File: config.mk
export PLATFORM = sky130hd
export DESIGN_NAME = lz4bd_out_fifo
export DESIGN_NICKNAME = d
export VERILOG_FILES = /design/src/sv/lz4_block_decoder_core_defines.svh /design/src/sv/lz4bd_pkg.sv /design/src/sv/lz4bd_out_fifo.sv
export SDC_FILE = /design/constraint.sdc
export NUM_CORES = 1
export LEC_CHECK = 0
export BUFFER_PORTS_ARGS = -buffer_cell sky130_fd_sc_hd__buf_2
export CAP_MARGIN = 20
export CORE_MARGIN = 2
export CORE_UTILIZATION = 30
export CTS_CLUSTER_DIAMETER = 60
export CTS_CLUSTER_SIZE = 12
export DETAILED_ROUTE_END_ITERATION = 7
export SLEW_MARGIN = 20
export SYNTH_ARGS = -nofsm -noshare
export SYNTH_HDL_FRONTEND = slang
export SYNTH_SLANG_ARGS = --single-unit
File: constraint.sdc
create_clock -name clk -period 2.5 [get_ports clk]
set_input_delay 0.375 -clock clk [delete_from_list [all_inputs] [get_ports clk]]
set_output_delay 0.375 -clock clk [all_outputs]
set_load 0.1 [all_outputs]
File: src/sv/lz4_block_decoder_core_defines.svh
// ----------------------------------------------------------------------------
// LZ4 block decoder assertion macros
// Shared property forms for the checks at the end of the top level.
// ----------------------------------------------------------------------------
`ifndef LZ4_BLOCK_DECODER_CORE_DEFINES_SVH
`define LZ4_BLOCK_DECODER_CORE_DEFINES_SVH

// Same-cycle implication, sampled on clk and ignored during reset.
`define LZ4BD_ASSERT_IMPLY(label, ante, cons) \
  label: assert property (@(posedge clk) disable iff (rst) (ante) |-> (cons)) \
    else $error("lz4 block decoder: same-cycle check failed");

// Next-cycle implication, sampled on clk and ignored during reset.
`define LZ4BD_ASSERT_NEXT(label, ante, cons) \
  label: assert property (@(posedge clk) disable iff (rst) (ante) |=> (cons)) \
    else $error("lz4 block decoder: next-cycle check failed");

`endif

File: src/sv/lz4bd_pkg.sv
// ----------------------------------------------------------------------------
// LZ4 block decoder package
// Shared constants, status codes and word types of the decoder.
// ----------------------------------------------------------------------------
`timescale 1ns / 1ps
`default_nettype none

package lz4bd_pkg;

  // Result status codes.
  localparam logic [2:0] ST_DATA     = 3'd0;
  localparam logic [2:0] ST_END      = 3'd1;
  localparam logic [2:0] ST_BAD_DIST = 3'd2;
  localparam logic [2:0] ST_MISUSE   = 3'd3;
  localparam logic [2:0] ST_OVERSIZE = 3'd4;

  // Saturation limit of the 24-bit counts.
  localparam logic [23:0] MAX24 = 24'hFFFFFF;

  // Output queue geometry.
  localparam int unsigned FIFO_DEPTH = 4;
  localparam int unsigned FIFO_AW    = 2;
  localparam int unsigned FIFO_CW    = 3;

  // Per-word operation handed from the parser to the history stage.
  typedef struct packed {
    logic       res;
    logic       copy;
    logic       store;
    logic [7:0] lit;
    logic       end_blk;
    logic [2:0] status;
  } lz4bd_op_t;

  // One result word.
  typedef struct packed {
    logic [7:0] data;
    logic       end_blk;
    logic [2:0] status;
  } lz4bd_res_t;

endpackage

`default_nettype wire

File: src/sv/lz4bd_out_fifo.sv
// ----------------------------------------------------------------------------
// LZ4 block decoder output queue
// Small result queue that decouples the receiver from the decode pipeline.
// ----------------------------------------------------------------------------
`timescale 1ns / 1ps
`default_nettype none

module lz4bd_out_fifo (
  input  wire logic                  clk,
  input  wire logic                  rst,
  input  wire logic                  push,
  input  wire lz4bd_pkg::lz4bd_res_t push_word,
  input  wire logic                  pending,
  input  wire logic                  pop,
  output logic                       head_valid,
  output lz4bd_pkg::lz4bd_res_t      head_word,
  output logic                       room,
  output logic                       full
);
  import lz4bd_pkg::*;

  lz4bd_res_t         entries [FIFO_DEPTH];
  logic [FIFO_AW-1:0] wr_ptr;
  logic [FIFO_AW-1:0] rd_ptr;
  logic [FIFO_CW-1:0] count;

  // Entry storage.
  always_ff @(posedge clk) begin
    if (push) begin
      entries[wr_ptr] <= push_word;
    end
  end

  // Pointers and fill count.
  always_ff @(posedge clk) begin
    if (rst) begin
      wr_ptr <= '0;
      rd_ptr <= '0;
      count  <= '0;
    end else begin
      if (push) begin
        wr_ptr <= wr_ptr + 1'b1;
      end
      if (pop) begin
        rd_ptr <= rd_ptr + 1'b1;
      end
      if (push && !pop) begin
        count <= count + 1'b1;
      end else if (pop && !push) begin
        count <= count - 1'b1;
      end
    end
  end

  assign head_valid = (count != '0);
  assign head_word  = entries[rd_ptr];
  assign full       = (count == FIFO_CW'(FIFO_DEPTH));

  // A new word may enter if a slot stays free for it after the one in flight.
  assign room = (count + FIFO_CW'(pending)) < FIFO_CW'(FIFO_DEPTH);

endmodule

`default_nettype wire

==> impl_metrics.py <==
metrics = {
    "synthesis": {
        "yosys.cell_types.count": 21,
        "syn-num-nets": 131,
        "ys_seq_area_share_pct": 74.4,
        "yosysWarnings": 0,
        "ys_ff_latch": 57,
        "syn-cell-area_um2": 2180,
        "syn_inst": 108,
        "synth.avg_cell_area_um2": 20.2,
    },
    "global_routing": {
        "grt_antenna_before_repair": 1,
        "grt_use_total_pct": 10.3,
        "grt_pass1_vias": 1137,
        "grt_first_pass_wirelength_um": 5620,
        "grt-ovfl-total": 0,
        "grt_start_max_net_pins": 13,
    },
    "sta": {
        "rsz0062_at_grt": "false",
        "min_period_ps": 2150,
        "hold_viol": 0,
        "period_share_pct": 86.0,
        "setup_violations": 0,
        "slew_headroom_pct": 55.7,
        "fin_skew_ps": 7.03,
        "tns_ps": 0,
        "max_freq_ghz": 0.465,
        "fin_hold_ws_ps": 268,
        "maxSlewViolCount": 0,
        "worst_pin_slew_ps": 665,
    },
    "finish": {
        "syn2layout_area_growth_pct": 22.0,
        "nets": 171,
        "n_antenna_cell": 0,
        "layout_commonest_cell": "edfxtp_1",
        "n_fill_cell": 694,
        "drive_gt1_share_pct": 38.2,
        "final_cell_area_um2": 2660,
        "seq_area_um2": 1620,
        "multi_input_area_um2": 528,
        "fin_util_pct": 37.3,
        "final_cell_mix": "edfxtp_1, buf_2, mux4_2",
    },
    "setup_path": {
        "start_kind": "flip-flop",
        "cp_max_fo": 10,
        "critPathArrivalTime_ps": 1780,
        "end_kind": "primary output",
        "r2r_end": "count[2]$_SDFFE_PP0P_",
        "worstReg2RegStart": "count[0]$_SDFFE_PP0P_",
        "r2r_setup_slack_ps": 990,
        "r2r_cells": 4,
        "crit_required_ps": 2120,
        "worstSetupPathType": "reg -> out",
    },
    "worst_hold_path": {
        "holdCritPathClass": "in -> reg",
        "worstHoldStart": "push_word[11]",
        "min_delay_path_depth": 1,
        "hold_end": "entries[3][11]$_DFFE_PP_",
    },
    "route": {
        "via_per_inst": 4.18,
        "first_iter_violations": 52,
        "firstDrtPassIters": 4,
        "drcViolationCount": 0,
        "wl_um": 3630,
        "detail_route.wl_per_cell_um": 14.5,
        "ant_nets": 0,
        "num_vias": 1048,
    },
    "clock_tree": {
        "clk_latency_ps": 320,
        "clkSlewWorstSetupHoldPaths_ps": 70,
        "postCtsSetupRepairBufs": 0,
        "hold_buffers": 0,
        "clock_path_buffers": 2,
        "clockRootBuffer": "clkbuf_8",
        "tritoncts": "done",
        "htree_levels": 3,
        "cts.sinks": 57,
        "cts_inserted_buffers": 9,
        "cts_resized": 0,
    },
    "run_status": {
        "status": "finished clean",
    },
    "placed_design": {
        "gp_congestion": 0.642,
        "placed_cell_area_um2": 2450,
        "numPortBuffers": 31,
        "dp_hpwl_um": 2460,
    },
    "floorplanning": {
        "rows": 31,
        "die_y_um": 89.2,
        "dieArea_um2": 7960,
        "io_pins": 32,
        "die_w_um": 89.2,
        "core_um2": 7140,
        "initial_core_util_pct": 30.5,
    },
    "power": {
        "power_density_nw_per_um2": 949,
        "p_leak_nw": 0.956,
        "vdd_drop_max_mv": 0.516,
    },
    "run": {
        "drv_cap": 0,
    },
}
## kinds of logic after synthesis
family	synth area share [%]
AOI/OAI and AO/OA	0.459
xor gates and xnor gates	2.41
and+or+nand+nor	3.67
DFF	74.4
buffers and inverters	1.61
adders and majority gates	3.79
muxes	13.7
## power by group
| group | switching [mW] | internal [mW] |
|---|---|---|
| logic | 0.396 | 0.113 |
| clock network | 0.341 | 0.551 |
| registers | 0.0345 | 1.09 |
| total | 0.772 | 1.75 |
## worst max path at each step
stage | endpoint | slack (ps) | cells past startpoint
global placement | head_word[7] | 670 | 3
floorplan | room | 160 | 2
detailed placement | count[2]$_SDFFE_PP0P_ | 590 | 7
finish | head_word[3] | 350 | 3
global route | head_word[11] | 250 | 3
CTS | head_word[2] | 300 | 3
## synthesized netlist by cell type
cell | count | area [µm²]
mux4_1 | 2 | 52.6
fa_1 | 1 | 20.0
clkbuf_1 | 1 | 3.75
buf_2 | 1 | 5.00
ha_1 | 5 | 62.6
or3_1 | 2 | 12.5
nand2_1 | 1 | 3.75
nand3_1 | 1 | 5.00
edfxtp_1 | 48 | 1440
mux2i_1 | 2 | 20.0
nor2_1 | 7 | 26.3
a21oi_1 | 1 | 5.00
dfxtp_1 | 9 | 180
inv_1 | 4 | 15.0
buf_6 | 1 | 11.3
xor2_1 | 4 | 35.0
and2_1 | 4 | 25.0
xnor2_1 | 2 | 17.5
mux4_2 | 10 | 225
nor3b_1 | 1 | 7.51
o21ai_0 | 1 | 5.00
## state kept, by name, indices dropped and copies added (netlist names), named ones only
signal   cells
count        3
rd_ptr       2
entries     48
wr_ptr       2
## worst max-delay path, cell delays in order, from the launching register on
cell and delay (ps):
dfxtp_1 360, buf_4 250, mux4_2 530, buf_2 310
## area by class of cell
type	instances	area share [%]
Clock buffer	9	4.66
Clock inverter	6	3.15
Inverter	4	0.565
Multi-Input combinational cell	44	19.9
Sequential cell	57	61.0
Tap cell	99	4.66
Timing Repair Buffer	32	6.12
## through the flow
step / cells / power, mW / setup slack (ps)
4_1_cts: 251 / 2.56 / 305
3_5_place_dp: 236 / 1.66 / 589
6_report: 251 / 2.52 / 350
2_1_floorplan: 108 / 1.57 / 164
3_3_place_gp: 236 / 1.65 / 666
5_1_grt: 251 / 2.62 / 251
## routing by layer
layer  up-vias  global-route usage (%)  routed length (µm)  part of all wire, %
met5         -                       0                  13                 0.36
met4         2                    4.88                  39                  1.1
met3         6                    6.09                 310                  8.5
met2        35                    16.9                1790                   49
met1       507                    10.4                1470                   41
li1        498                       -                   -                    -
Note: power is estimated with default switching activity, not from simulation.
