==> src/sv/lz4_block_decoder_core_defines.svh <==
// ----------------------------------------------------------------------------
// LZ4 block decoder assertion macros
// Shared property forms for the checks at the end of the top level.
// ----------------------------------------------------------------------------
`ifndef LZ4_BLOCK_DECODER_CORE_DEFINES_SVH
`define LZ4_BLOCK_DECODER_CORE_DEFINES_SVH

// Same-cycle implication, sampled on clk and ignored during reset.
`define LZ4BD_ASSERT_IMPLY(label, ante, cons) \
  label: assert property (@(posedge clk) disable iff (rst) (ante) |-> (cons)) \
    else $error("lz4 block decoder: same-cycle check failed");

// Next-cycle implication, sampled on clk and ignored during reset.
`define LZ4BD_ASSERT_NEXT(label, ante, cons) \
  label: assert property (@(posedge clk) disable iff (rst) (ante) |=> (cons)) \
    else $error("lz4 block decoder: next-cycle check failed");

`endif

==> src/sv/lz4bd_pkg.sv <==
// ----------------------------------------------------------------------------
// LZ4 block decoder package
// Shared constants, status codes and word types of the decoder.
// ----------------------------------------------------------------------------
`timescale 1ns / 1ps
`default_nettype none

package lz4bd_pkg;

  // Result status codes.
  localparam logic [2:0] ST_DATA     = 3'd0;
  localparam logic [2:0] ST_END      = 3'd1;
  localparam logic [2:0] ST_BAD_DIST = 3'd2;
  localparam logic [2:0] ST_MISUSE   = 3'd3;
  localparam logic [2:0] ST_OVERSIZE = 3'd4;

  // Saturation limit of the 24-bit counts.
  localparam logic [23:0] MAX24 = 24'hFFFFFF;

  // Output queue geometry.
  localparam int unsigned FIFO_DEPTH = 4;
  localparam int unsigned FIFO_AW    = 2;
  localparam int unsigned FIFO_CW    = 3;

  // Per-word operation handed from the parser to the history stage.
  typedef struct packed {
    logic       res;
    logic       copy;
    logic       store;
    logic [7:0] lit;
    logic       end_blk;
    logic [2:0] status;
  } lz4bd_op_t;

  // One result word.
  typedef struct packed {
    logic [7:0] data;
    logic       end_blk;
    logic [2:0] status;
  } lz4bd_res_t;

endpackage

`default_nettype wire

==> src/sv/lz4bd_parser.sv <==
// ----------------------------------------------------------------------------
// LZ4 block decoder parser
// Sequence parser and block counters; decides each word's result at accept.
// ----------------------------------------------------------------------------
`timescale 1ns / 1ps
`default_nettype none

module lz4bd_parser #(
  parameter int unsigned WINDOW = 65536,
  parameter int unsigned AW     = 16
) (
  input  wire logic             clk,
  input  wire logic             rst,
  input  wire logic             cfg_we,
  input  wire logic [23:0]      cfg_data,
  input  wire logic             go,
  input  wire logic             action,
  input  wire logic [7:0]       in_byte,
  input  wire logic             last_in,
  output lz4bd_pkg::lz4bd_op_t  op,
  output logic [AW-1:0]         src,
  output logic [AW-1:0]         waddr
);
  import lz4bd_pkg::*;

  typedef enum logic [6:0] {
    PH_TOKEN     = 7'b0000001,
    PH_LIT_EXT   = 7'b0000010,
    PH_LITERAL   = 7'b0000100,
    PH_OFF_LO    = 7'b0001000,
    PH_OFF_HI    = 7'b0010000,
    PH_MATCH_EXT = 7'b0100000,
    PH_MATCH     = 7'b1000000
  } phase_t;

  phase_t        phase, phase_next;
  logic [23:0]   literal_left, literal_left_next;
  logic [23:0]   match_left, match_left_next;
  logic [15:0]   match_distance, match_distance_next;
  logic [AW-1:0] write_pos, write_pos_next;
  logic [23:0]   out_count, out_count_next;
  logic [23:0]   expected_size;

  logic          size_full;
  logic          fail;
  logic [2:0]    fail_st;
  logic          do_store;
  logic          blk_done;
  logic [24:0]   lit_sum, match_sum;
  logic [15:0]   dist_new;
  logic [16:0]   wp_x, dist_x, diff;

  assign size_full = (expected_size != 24'd0) && (out_count >= expected_size);
  assign lit_sum   = {1'b0, literal_left} + 25'(in_byte);
  assign match_sum = {1'b0, match_left} + 25'(in_byte);
  assign dist_new  = {in_byte, match_distance[7:0]};

  // Copy source address: write pointer minus distance, wrapped into the window.
  assign wp_x   = 17'(write_pos);
  assign dist_x = {1'b0, match_distance};
  assign diff   = wp_x - dist_x;
  always_comb begin
    if (wp_x < dist_x) begin
      src = AW'(diff + 17'(WINDOW));
    end else begin
      src = AW'(diff);
    end
  end
  assign waddr = write_pos;

  // Next-state and result decision for the word at the input.
  always_comb begin
    phase_next          = phase;
    literal_left_next   = literal_left;
    match_left_next     = match_left;
    match_distance_next = match_distance;
    op                  = '0;
    fail                = 1'b0;
    fail_st             = ST_MISUSE;
    do_store            = 1'b0;
    blk_done            = 1'b0;

    if (action) begin
      if (phase != PH_MATCH) begin
        fail = 1'b1;
      end else if (size_full) begin
        fail    = 1'b1;
        fail_st = ST_OVERSIZE;
      end else begin
        do_store        = 1'b1;
        op.res          = 1'b1;
        op.copy         = 1'b1;
        match_left_next = match_left - 24'd1;
        if (match_left == 24'd1) begin
          phase_next = PH_TOKEN;
        end
      end
    end else begin
      unique case (phase)
        PH_TOKEN: begin
          literal_left_next = 24'(in_byte[7:4]);
          match_left_next   = 24'(in_byte[3:0]) + 24'd4;
          if (in_byte[7:4] == 4'd0) begin
            if (last_in) begin
              fail    = 1'b1;
              fail_st = ST_END;
            end else begin
              phase_next = PH_OFF_LO;
            end
          end else if (last_in) begin
            fail = 1'b1;
          end else begin
            phase_next = (in_byte[7:4] == 4'hF) ? PH_LIT_EXT : PH_LITERAL;
          end
        end
        PH_LIT_EXT: begin
          if (last_in) begin
            fail = 1'b1;
          end else begin
            literal_left_next = lit_sum[24] ? MAX24 : lit_sum[23:0];
            if (in_byte != 8'hFF) begin
              phase_next = PH_LITERAL;
            end
          end
        end
        PH_LITERAL: begin
          if (last_in && (literal_left != 24'd1)) begin
            fail = 1'b1;
          end else if (size_full) begin
            fail    = 1'b1;
            fail_st = ST_OVERSIZE;
          end else begin
            do_store          = 1'b1;
            op.res            = 1'b1;
            op.store          = 1'b1;
            op.lit            = in_byte;
            literal_left_next = literal_left - 24'd1;
            if (literal_left == 24'd1) begin
              if (last_in) begin
                blk_done   = 1'b1;
                op.end_blk = 1'b1;
              end else begin
                phase_next = PH_OFF_LO;
              end
            end
          end
        end
        PH_OFF_LO: begin
          if (last_in) begin
            fail = 1'b1;
          end else begin
            match_distance_next = 16'(in_byte);
            phase_next          = PH_OFF_HI;
          end
        end
        PH_OFF_HI: begin
          if (last_in) begin
            fail = 1'b1;
          end else if ((dist_new == 16'd0) || (24'(dist_new) > out_count) ||
                       (17'(dist_new) > 17'(WINDOW))) begin
            fail    = 1'b1;
            fail_st = ST_BAD_DIST;
          end else begin
            match_distance_next = dist_new;
            phase_next = (match_left == 24'd19) ? PH_MATCH_EXT : PH_MATCH;
          end
        end
        PH_MATCH_EXT: begin
          if (last_in) begin
            fail = 1'b1;
          end else begin
            match_left_next = match_sum[24] ? MAX24 : match_sum[23:0];
            if (in_byte != 8'hFF) begin
              phase_next = PH_MATCH;
            end
          end
        end
        default: begin
          fail = 1'b1;
        end
      endcase
    end

    // A copy stores the byte read back from history.
    if (op.copy) begin
      op.store = 1'b1;
    end

    // Store side effects on the window pointer and the block byte count.
    write_pos_next = write_pos;
    out_count_next = out_count;
    if (do_store) begin
      write_pos_next = (write_pos == AW'(WINDOW - 1)) ? '0 : write_pos + 1'b1;
      out_count_next = (out_count == MAX24) ? out_count : out_count + 24'd1;
    end

    // Errors, empty ends and completed blocks clear the block state.
    if (fail || blk_done) begin
      phase_next          = PH_TOKEN;
      literal_left_next   = '0;
      match_left_next     = '0;
      match_distance_next = '0;
      out_count_next      = '0;
    end
    if (fail) begin
      op.res     = 1'b1;
      op.end_blk = 1'b1;
      op.status  = fail_st;
    end
  end

  // Block state registers, updated on each accepted word.
  always_ff @(posedge clk) begin
    if (rst) begin
      phase          <= PH_TOKEN;
      literal_left   <= '0;
      match_left     <= '0;
      match_distance <= '0;
      write_pos      <= '0;
      out_count      <= '0;
    end else if (go) begin
      phase          <= phase_next;
      literal_left   <= literal_left_next;
      match_left     <= match_left_next;
      match_distance <= match_distance_next;
      write_pos      <= write_pos_next;
      out_count      <= out_count_next;
    end
  end

  // Size limit register.
  always_ff @(posedge clk) begin
    if (rst) begin
      expected_size <= '0;
    end else if (cfg_we) begin
      expected_size <= cfg_data;
    end
  end

endmodule

`default_nettype wire

==> config.mk <==
export PLATFORM = sky130hd
export DESIGN_NAME = lz4bd_parser
export DESIGN_NICKNAME = d
export VERILOG_FILES = /design/src/sv/lz4_block_decoder_core_defines.svh /design/src/sv/lz4bd_pkg.sv /design/src/sv/lz4bd_parser.sv
export SDC_FILE = /design/constraint.sdc
export NUM_CORES = 1
export LEC_CHECK = 0
export ABC_CLOCK_PERIOD_IN_PS = 4500
export BUFFER_PORTS_ARGS = -buffer_cell sky130_fd_sc_hd__buf_2
export CAP_MARGIN = 0
export CORE_MARGIN = 10
export CORE_UTILIZATION = 62
export DETAILED_ROUTE_END_ITERATION = 12
export GPL_TIMING_DRIVEN = 0
export MAX_ROUTING_LAYER = met4
export PLACE_DENSITY = 0.82
export SLEW_MARGIN = 15
export SYNTH_ARGS = -nofsm -noshare
export SYNTH_HDL_FRONTEND = slang
export SYNTH_SLANG_ARGS = --single-unit
==> constraint.sdc <==
create_clock -name clk -period 4.5 [get_ports clk]
set_input_delay 0 -clock clk [delete_from_list [all_inputs] [get_ports clk]]
set_output_delay 0 -clock clk [all_outputs]
set_load 0.05 [all_outputs]
==> impl_metrics.tcl <==
set metrics [dict create \
    antenna_found_initial 0 \
    drv_cap 0 \
    clkSlewWorstSetupHoldPaths_ps 70 \
    ant_nets 0 \
    avgSynthCellArea_um2 7.43 \
    ir_worst_vdd_mv 0.251 \
    path_cells "inv_1 -> ha_1 -> a21oi_1 -> o21ai_0 -> a221oi_1 -> o22ai_1 -> nor2_1 -> clkbuf_1 -> a2bb2oi_4 -> a21oi_4 -> inv_4 -> buf_2 -> nor2_2 -> o2111ai_1 -> a21oi_1" \
    synth_cell_type_count 83 \
    crit_end "match_left[21]" \
    fp.dieW_um 150 \
    start_util_pct 63.3 \
    die_h_um 150 \
    synth.most_common_cell "nor2_1" \
    dieArea_mm2 0.0226 \
    crit_type "reg -> reg" \
    critical_path.max_fanout 10 \
    grt_start_max_net_pins 17 \
    post-cts-setup-buffer-count 0 \
    placed_cell_area_mm2 0.0112 \
    crit_required_ps 4860 \
    seq_area_frac_synth_pct 25.7 \
    reg2regPathDepth 15 \
    cts_made_buffers 17 \
    fill_cells 1344 \
    synth_compound_area_share_pct 23.9 \
    placementRows 47 \
    finalCritPeriodShare_pct 91.9 \
    ys.warnings.count 0 \
    wl_per_cell_um 19.4 \
    synthTopCellsByCount "nor2_1, dfxtp_1, a21oi_1" \
    synth_edf_count 0 \
    firstDrtPassIters 5 \
    synthCells 1418 \
    nNetsFinal 1670 \
    startpoint_type "register" \
    status "complete, no violations" \
    clk_path_buf_depth 2 \
    ys.flop_type "dfxtp_1" \
    syn_to_final_growth_pct 15.4 \
    worst_slack_ps 363 \
    cts_sinks 135 \
    worst_path_largest_cell_delay_ps 500 \
    worst_pin_slew_ps 957 \
    setup_viol 0 \
    htree_levels 4 \
    slew_headroom_pct 36.0 \
    finClkSkew_ps 11.1 \
    synth_nets 1539 \
    p_leak_nw 4.81 \
    crit_buf_inv 4 \
    holdCritPathClass "in -> reg" \
    post-route-util_pct 73.0 \
    synth_largest_area_cell "dfxtp_1" \
    finalCriticalPeriod_ps 4140 \
    drive_above_1_share_pct 9.86 \
    diodes 0 \
    drtIter0Drc 1049 \
    endpoint_kind "register" \
    muxShareOfSynthArea_pct 2.67 \
    io_pins 85 \
    routabilityCongestion 1.01 \
    rsz0062_at_grt "no" \
    synthDominantCellAreaShare_pct 25.7 \
    grt_pass1_wl_um 54400 \
    crit_family "compound AO/OA/AOI/OAI gates" \
    reg2reg_slack_ps 360 \
    holdWs_ps 19.6 \
    wirelength_um 34500 \
    cts_tree "done" \
    synth-simple-area-share_pct 25.8 \
    crit_arrival_ps 4490 \
    cp_common_cell "a21oi_1" \
    synthXorXnorAreaFrac_pct 5.16 \
    worstSkewPairLatency_ps 440 \
    worstReg2RegStart "expected_size[9]" \
    core-area_mm2 0.0166 \
    cts_root_buf "clkbuf_16" \
    synth_top_cells_by_area "dfxtp_1, ha_1, nor2_1" \
    first_global_vias 10900 \
    hold_viol 0 \
    pre_cts_ws_ps 396 \
    drc 0 \
    p_per_area_mw_per_mm2 266 \
    grt-ovfl-total 0 \
    r2r_end "match_left[21]" \
    cp_slowest_cell "clkbuf_1" \
    path_depth 15 \
    startpoint "expected_size[9]" \
    drt-vias-per-instance 6.44 \
    io_buffers 82 \
    drv_slew 0 \
    finalInstanceArea_mm2 0.0122 \
    hpwl_um 24800 \
    synth_area_mm2 0.0105 \
    ys_ff_latch 135 \
    gr-usage-all-layers_pct 30.4 \
    num_vias 11500 \
    max_freq_mhz 242 \
    tns_ps 0 \
    async_flop_share_pct 0 \
    multiInputGateArea_mm2 0.00716 \
    synth_fa_ha_area_share_pct 10.1 \
    ff_latch_area_mm2 0.00270 \
    min-delay-start "in_byte[4]" \
    synth_top_family_by_area "simple AND/OR/NAND/NOR gates" \
]
-- state kept, by name (all words and copies together) (netlist names) --
name	flops
expected_size	24
literal_left	24
match_left	24
out_count	24
match_distance	16
waddr	16
phase	7
-- per-stage QoR --
step,instances,power [mW]
finish,1782,3.23
global placement,1720,1.78
floorplan,1418,1.63
global route,1782,3.33
detailed placement,1721,1.79
CTS,1782,3.22
-- repair_timing --
action | 4_1_cts | 5_1_grt
hold buffers | 29 | 0
setup endpoints to repair | 0 | 26
endpoints found under the hold margin | 30 | 0
resized for setup | 0 | 3
-- cell type report --
class / count / area share [%]
plain buffers: 81 / 2.66
clock buffers: 17 / 3.50
clock inverters: 15 / 1.41
inverters: 103 / 3.20
multi-input cells: 1099 / 58.9
flip-flops and latches: 135 / 22.2
well taps: 220 / 2.27
repair buffers: 112 / 5.81
-- worst register-to-register path, stage by stage (launching register included) --
cell and delay [ps]:
dfxtp_1 370, inv_1 60, ha_1 290, a21oi_1 150, o21ai_0 120, a221oi_1 310
o22ai_1 210, nor2_1 350, clkbuf_1 500, a2bb2oi_4 140, a21oi_4 360, inv_4 140
buf_2 250, nor2_2 450, o2111ai_1 190, a21oi_1 180
-- layer usage --
metal	vias to the layer above	part of all wire (%)	GRT usage, %	routed length, um
met1	5329	40	35.3	13800
li1	5429	-	-	-
met5	-	0	-	0
met2	583	47	49.3	16200
met4	0	4.5	14.3	1550
met3	143	8.7	6.57	3010
-- power breakdown --
group          leakage (nW)  internal, mW  switching (mW)
Clock                 0.290         0.830           0.599
Combinational          3.42         0.192           0.373
Sequential             1.09          1.22          0.0229
-- placed cells by master, fill, tap and decap left out, types with 16 or more instances in the layout --
master | Yosys | final
a211oi_1 | 16 | 16
a21oi_1 | 115 | 115
and3_1 | 22 | 22
buf_2 | 9 | 92
clkbuf_1 | 68 | 68
clkbuf_16 | 0 | 17
dfxtp_1 | 135 | 135
dlygate4sd3_1 | 0 | 29
ha_1 | 80 | 80
inv_1 | 102 | 102
mux2i_1 | 27 | 27
nand2_1 | 112 | 112
nand3_1 | 41 | 41
nand4_1 | 32 | 32
nor2_1 | 165 | 165
nor3_1 | 53 | 52
nor4_1 | 30 | 29
o21ai_0 | 77 | 77
o311ai_0 | 23 | 23
or3_1 | 17 | 17
xnor2_1 | 38 | 38
xor2_1 | 24 | 24
-- kinds of logic after synthesis --
group	Yosys count
DFF	135
xor gates and xnor gates	62
buffers and inverters	184
and+or+nand+nor	547
muxes	28
adders and majority gates	83
AOI/OAI and AO/OA	379
-- worst min path at each step --
stage	to	slack (ps)	depth (start not counted)
after floorplan	match_distance[0]	130	1
after global placement	expected_size[12]	230	3
after detailed placement	expected_size[3]	250	3
after CTS	match_distance[6]	4	3
after global routing	match_distance[12]	8	3
final	match_distance[12]	20	3
Note: power is estimated with default switching activity, not from simulation.
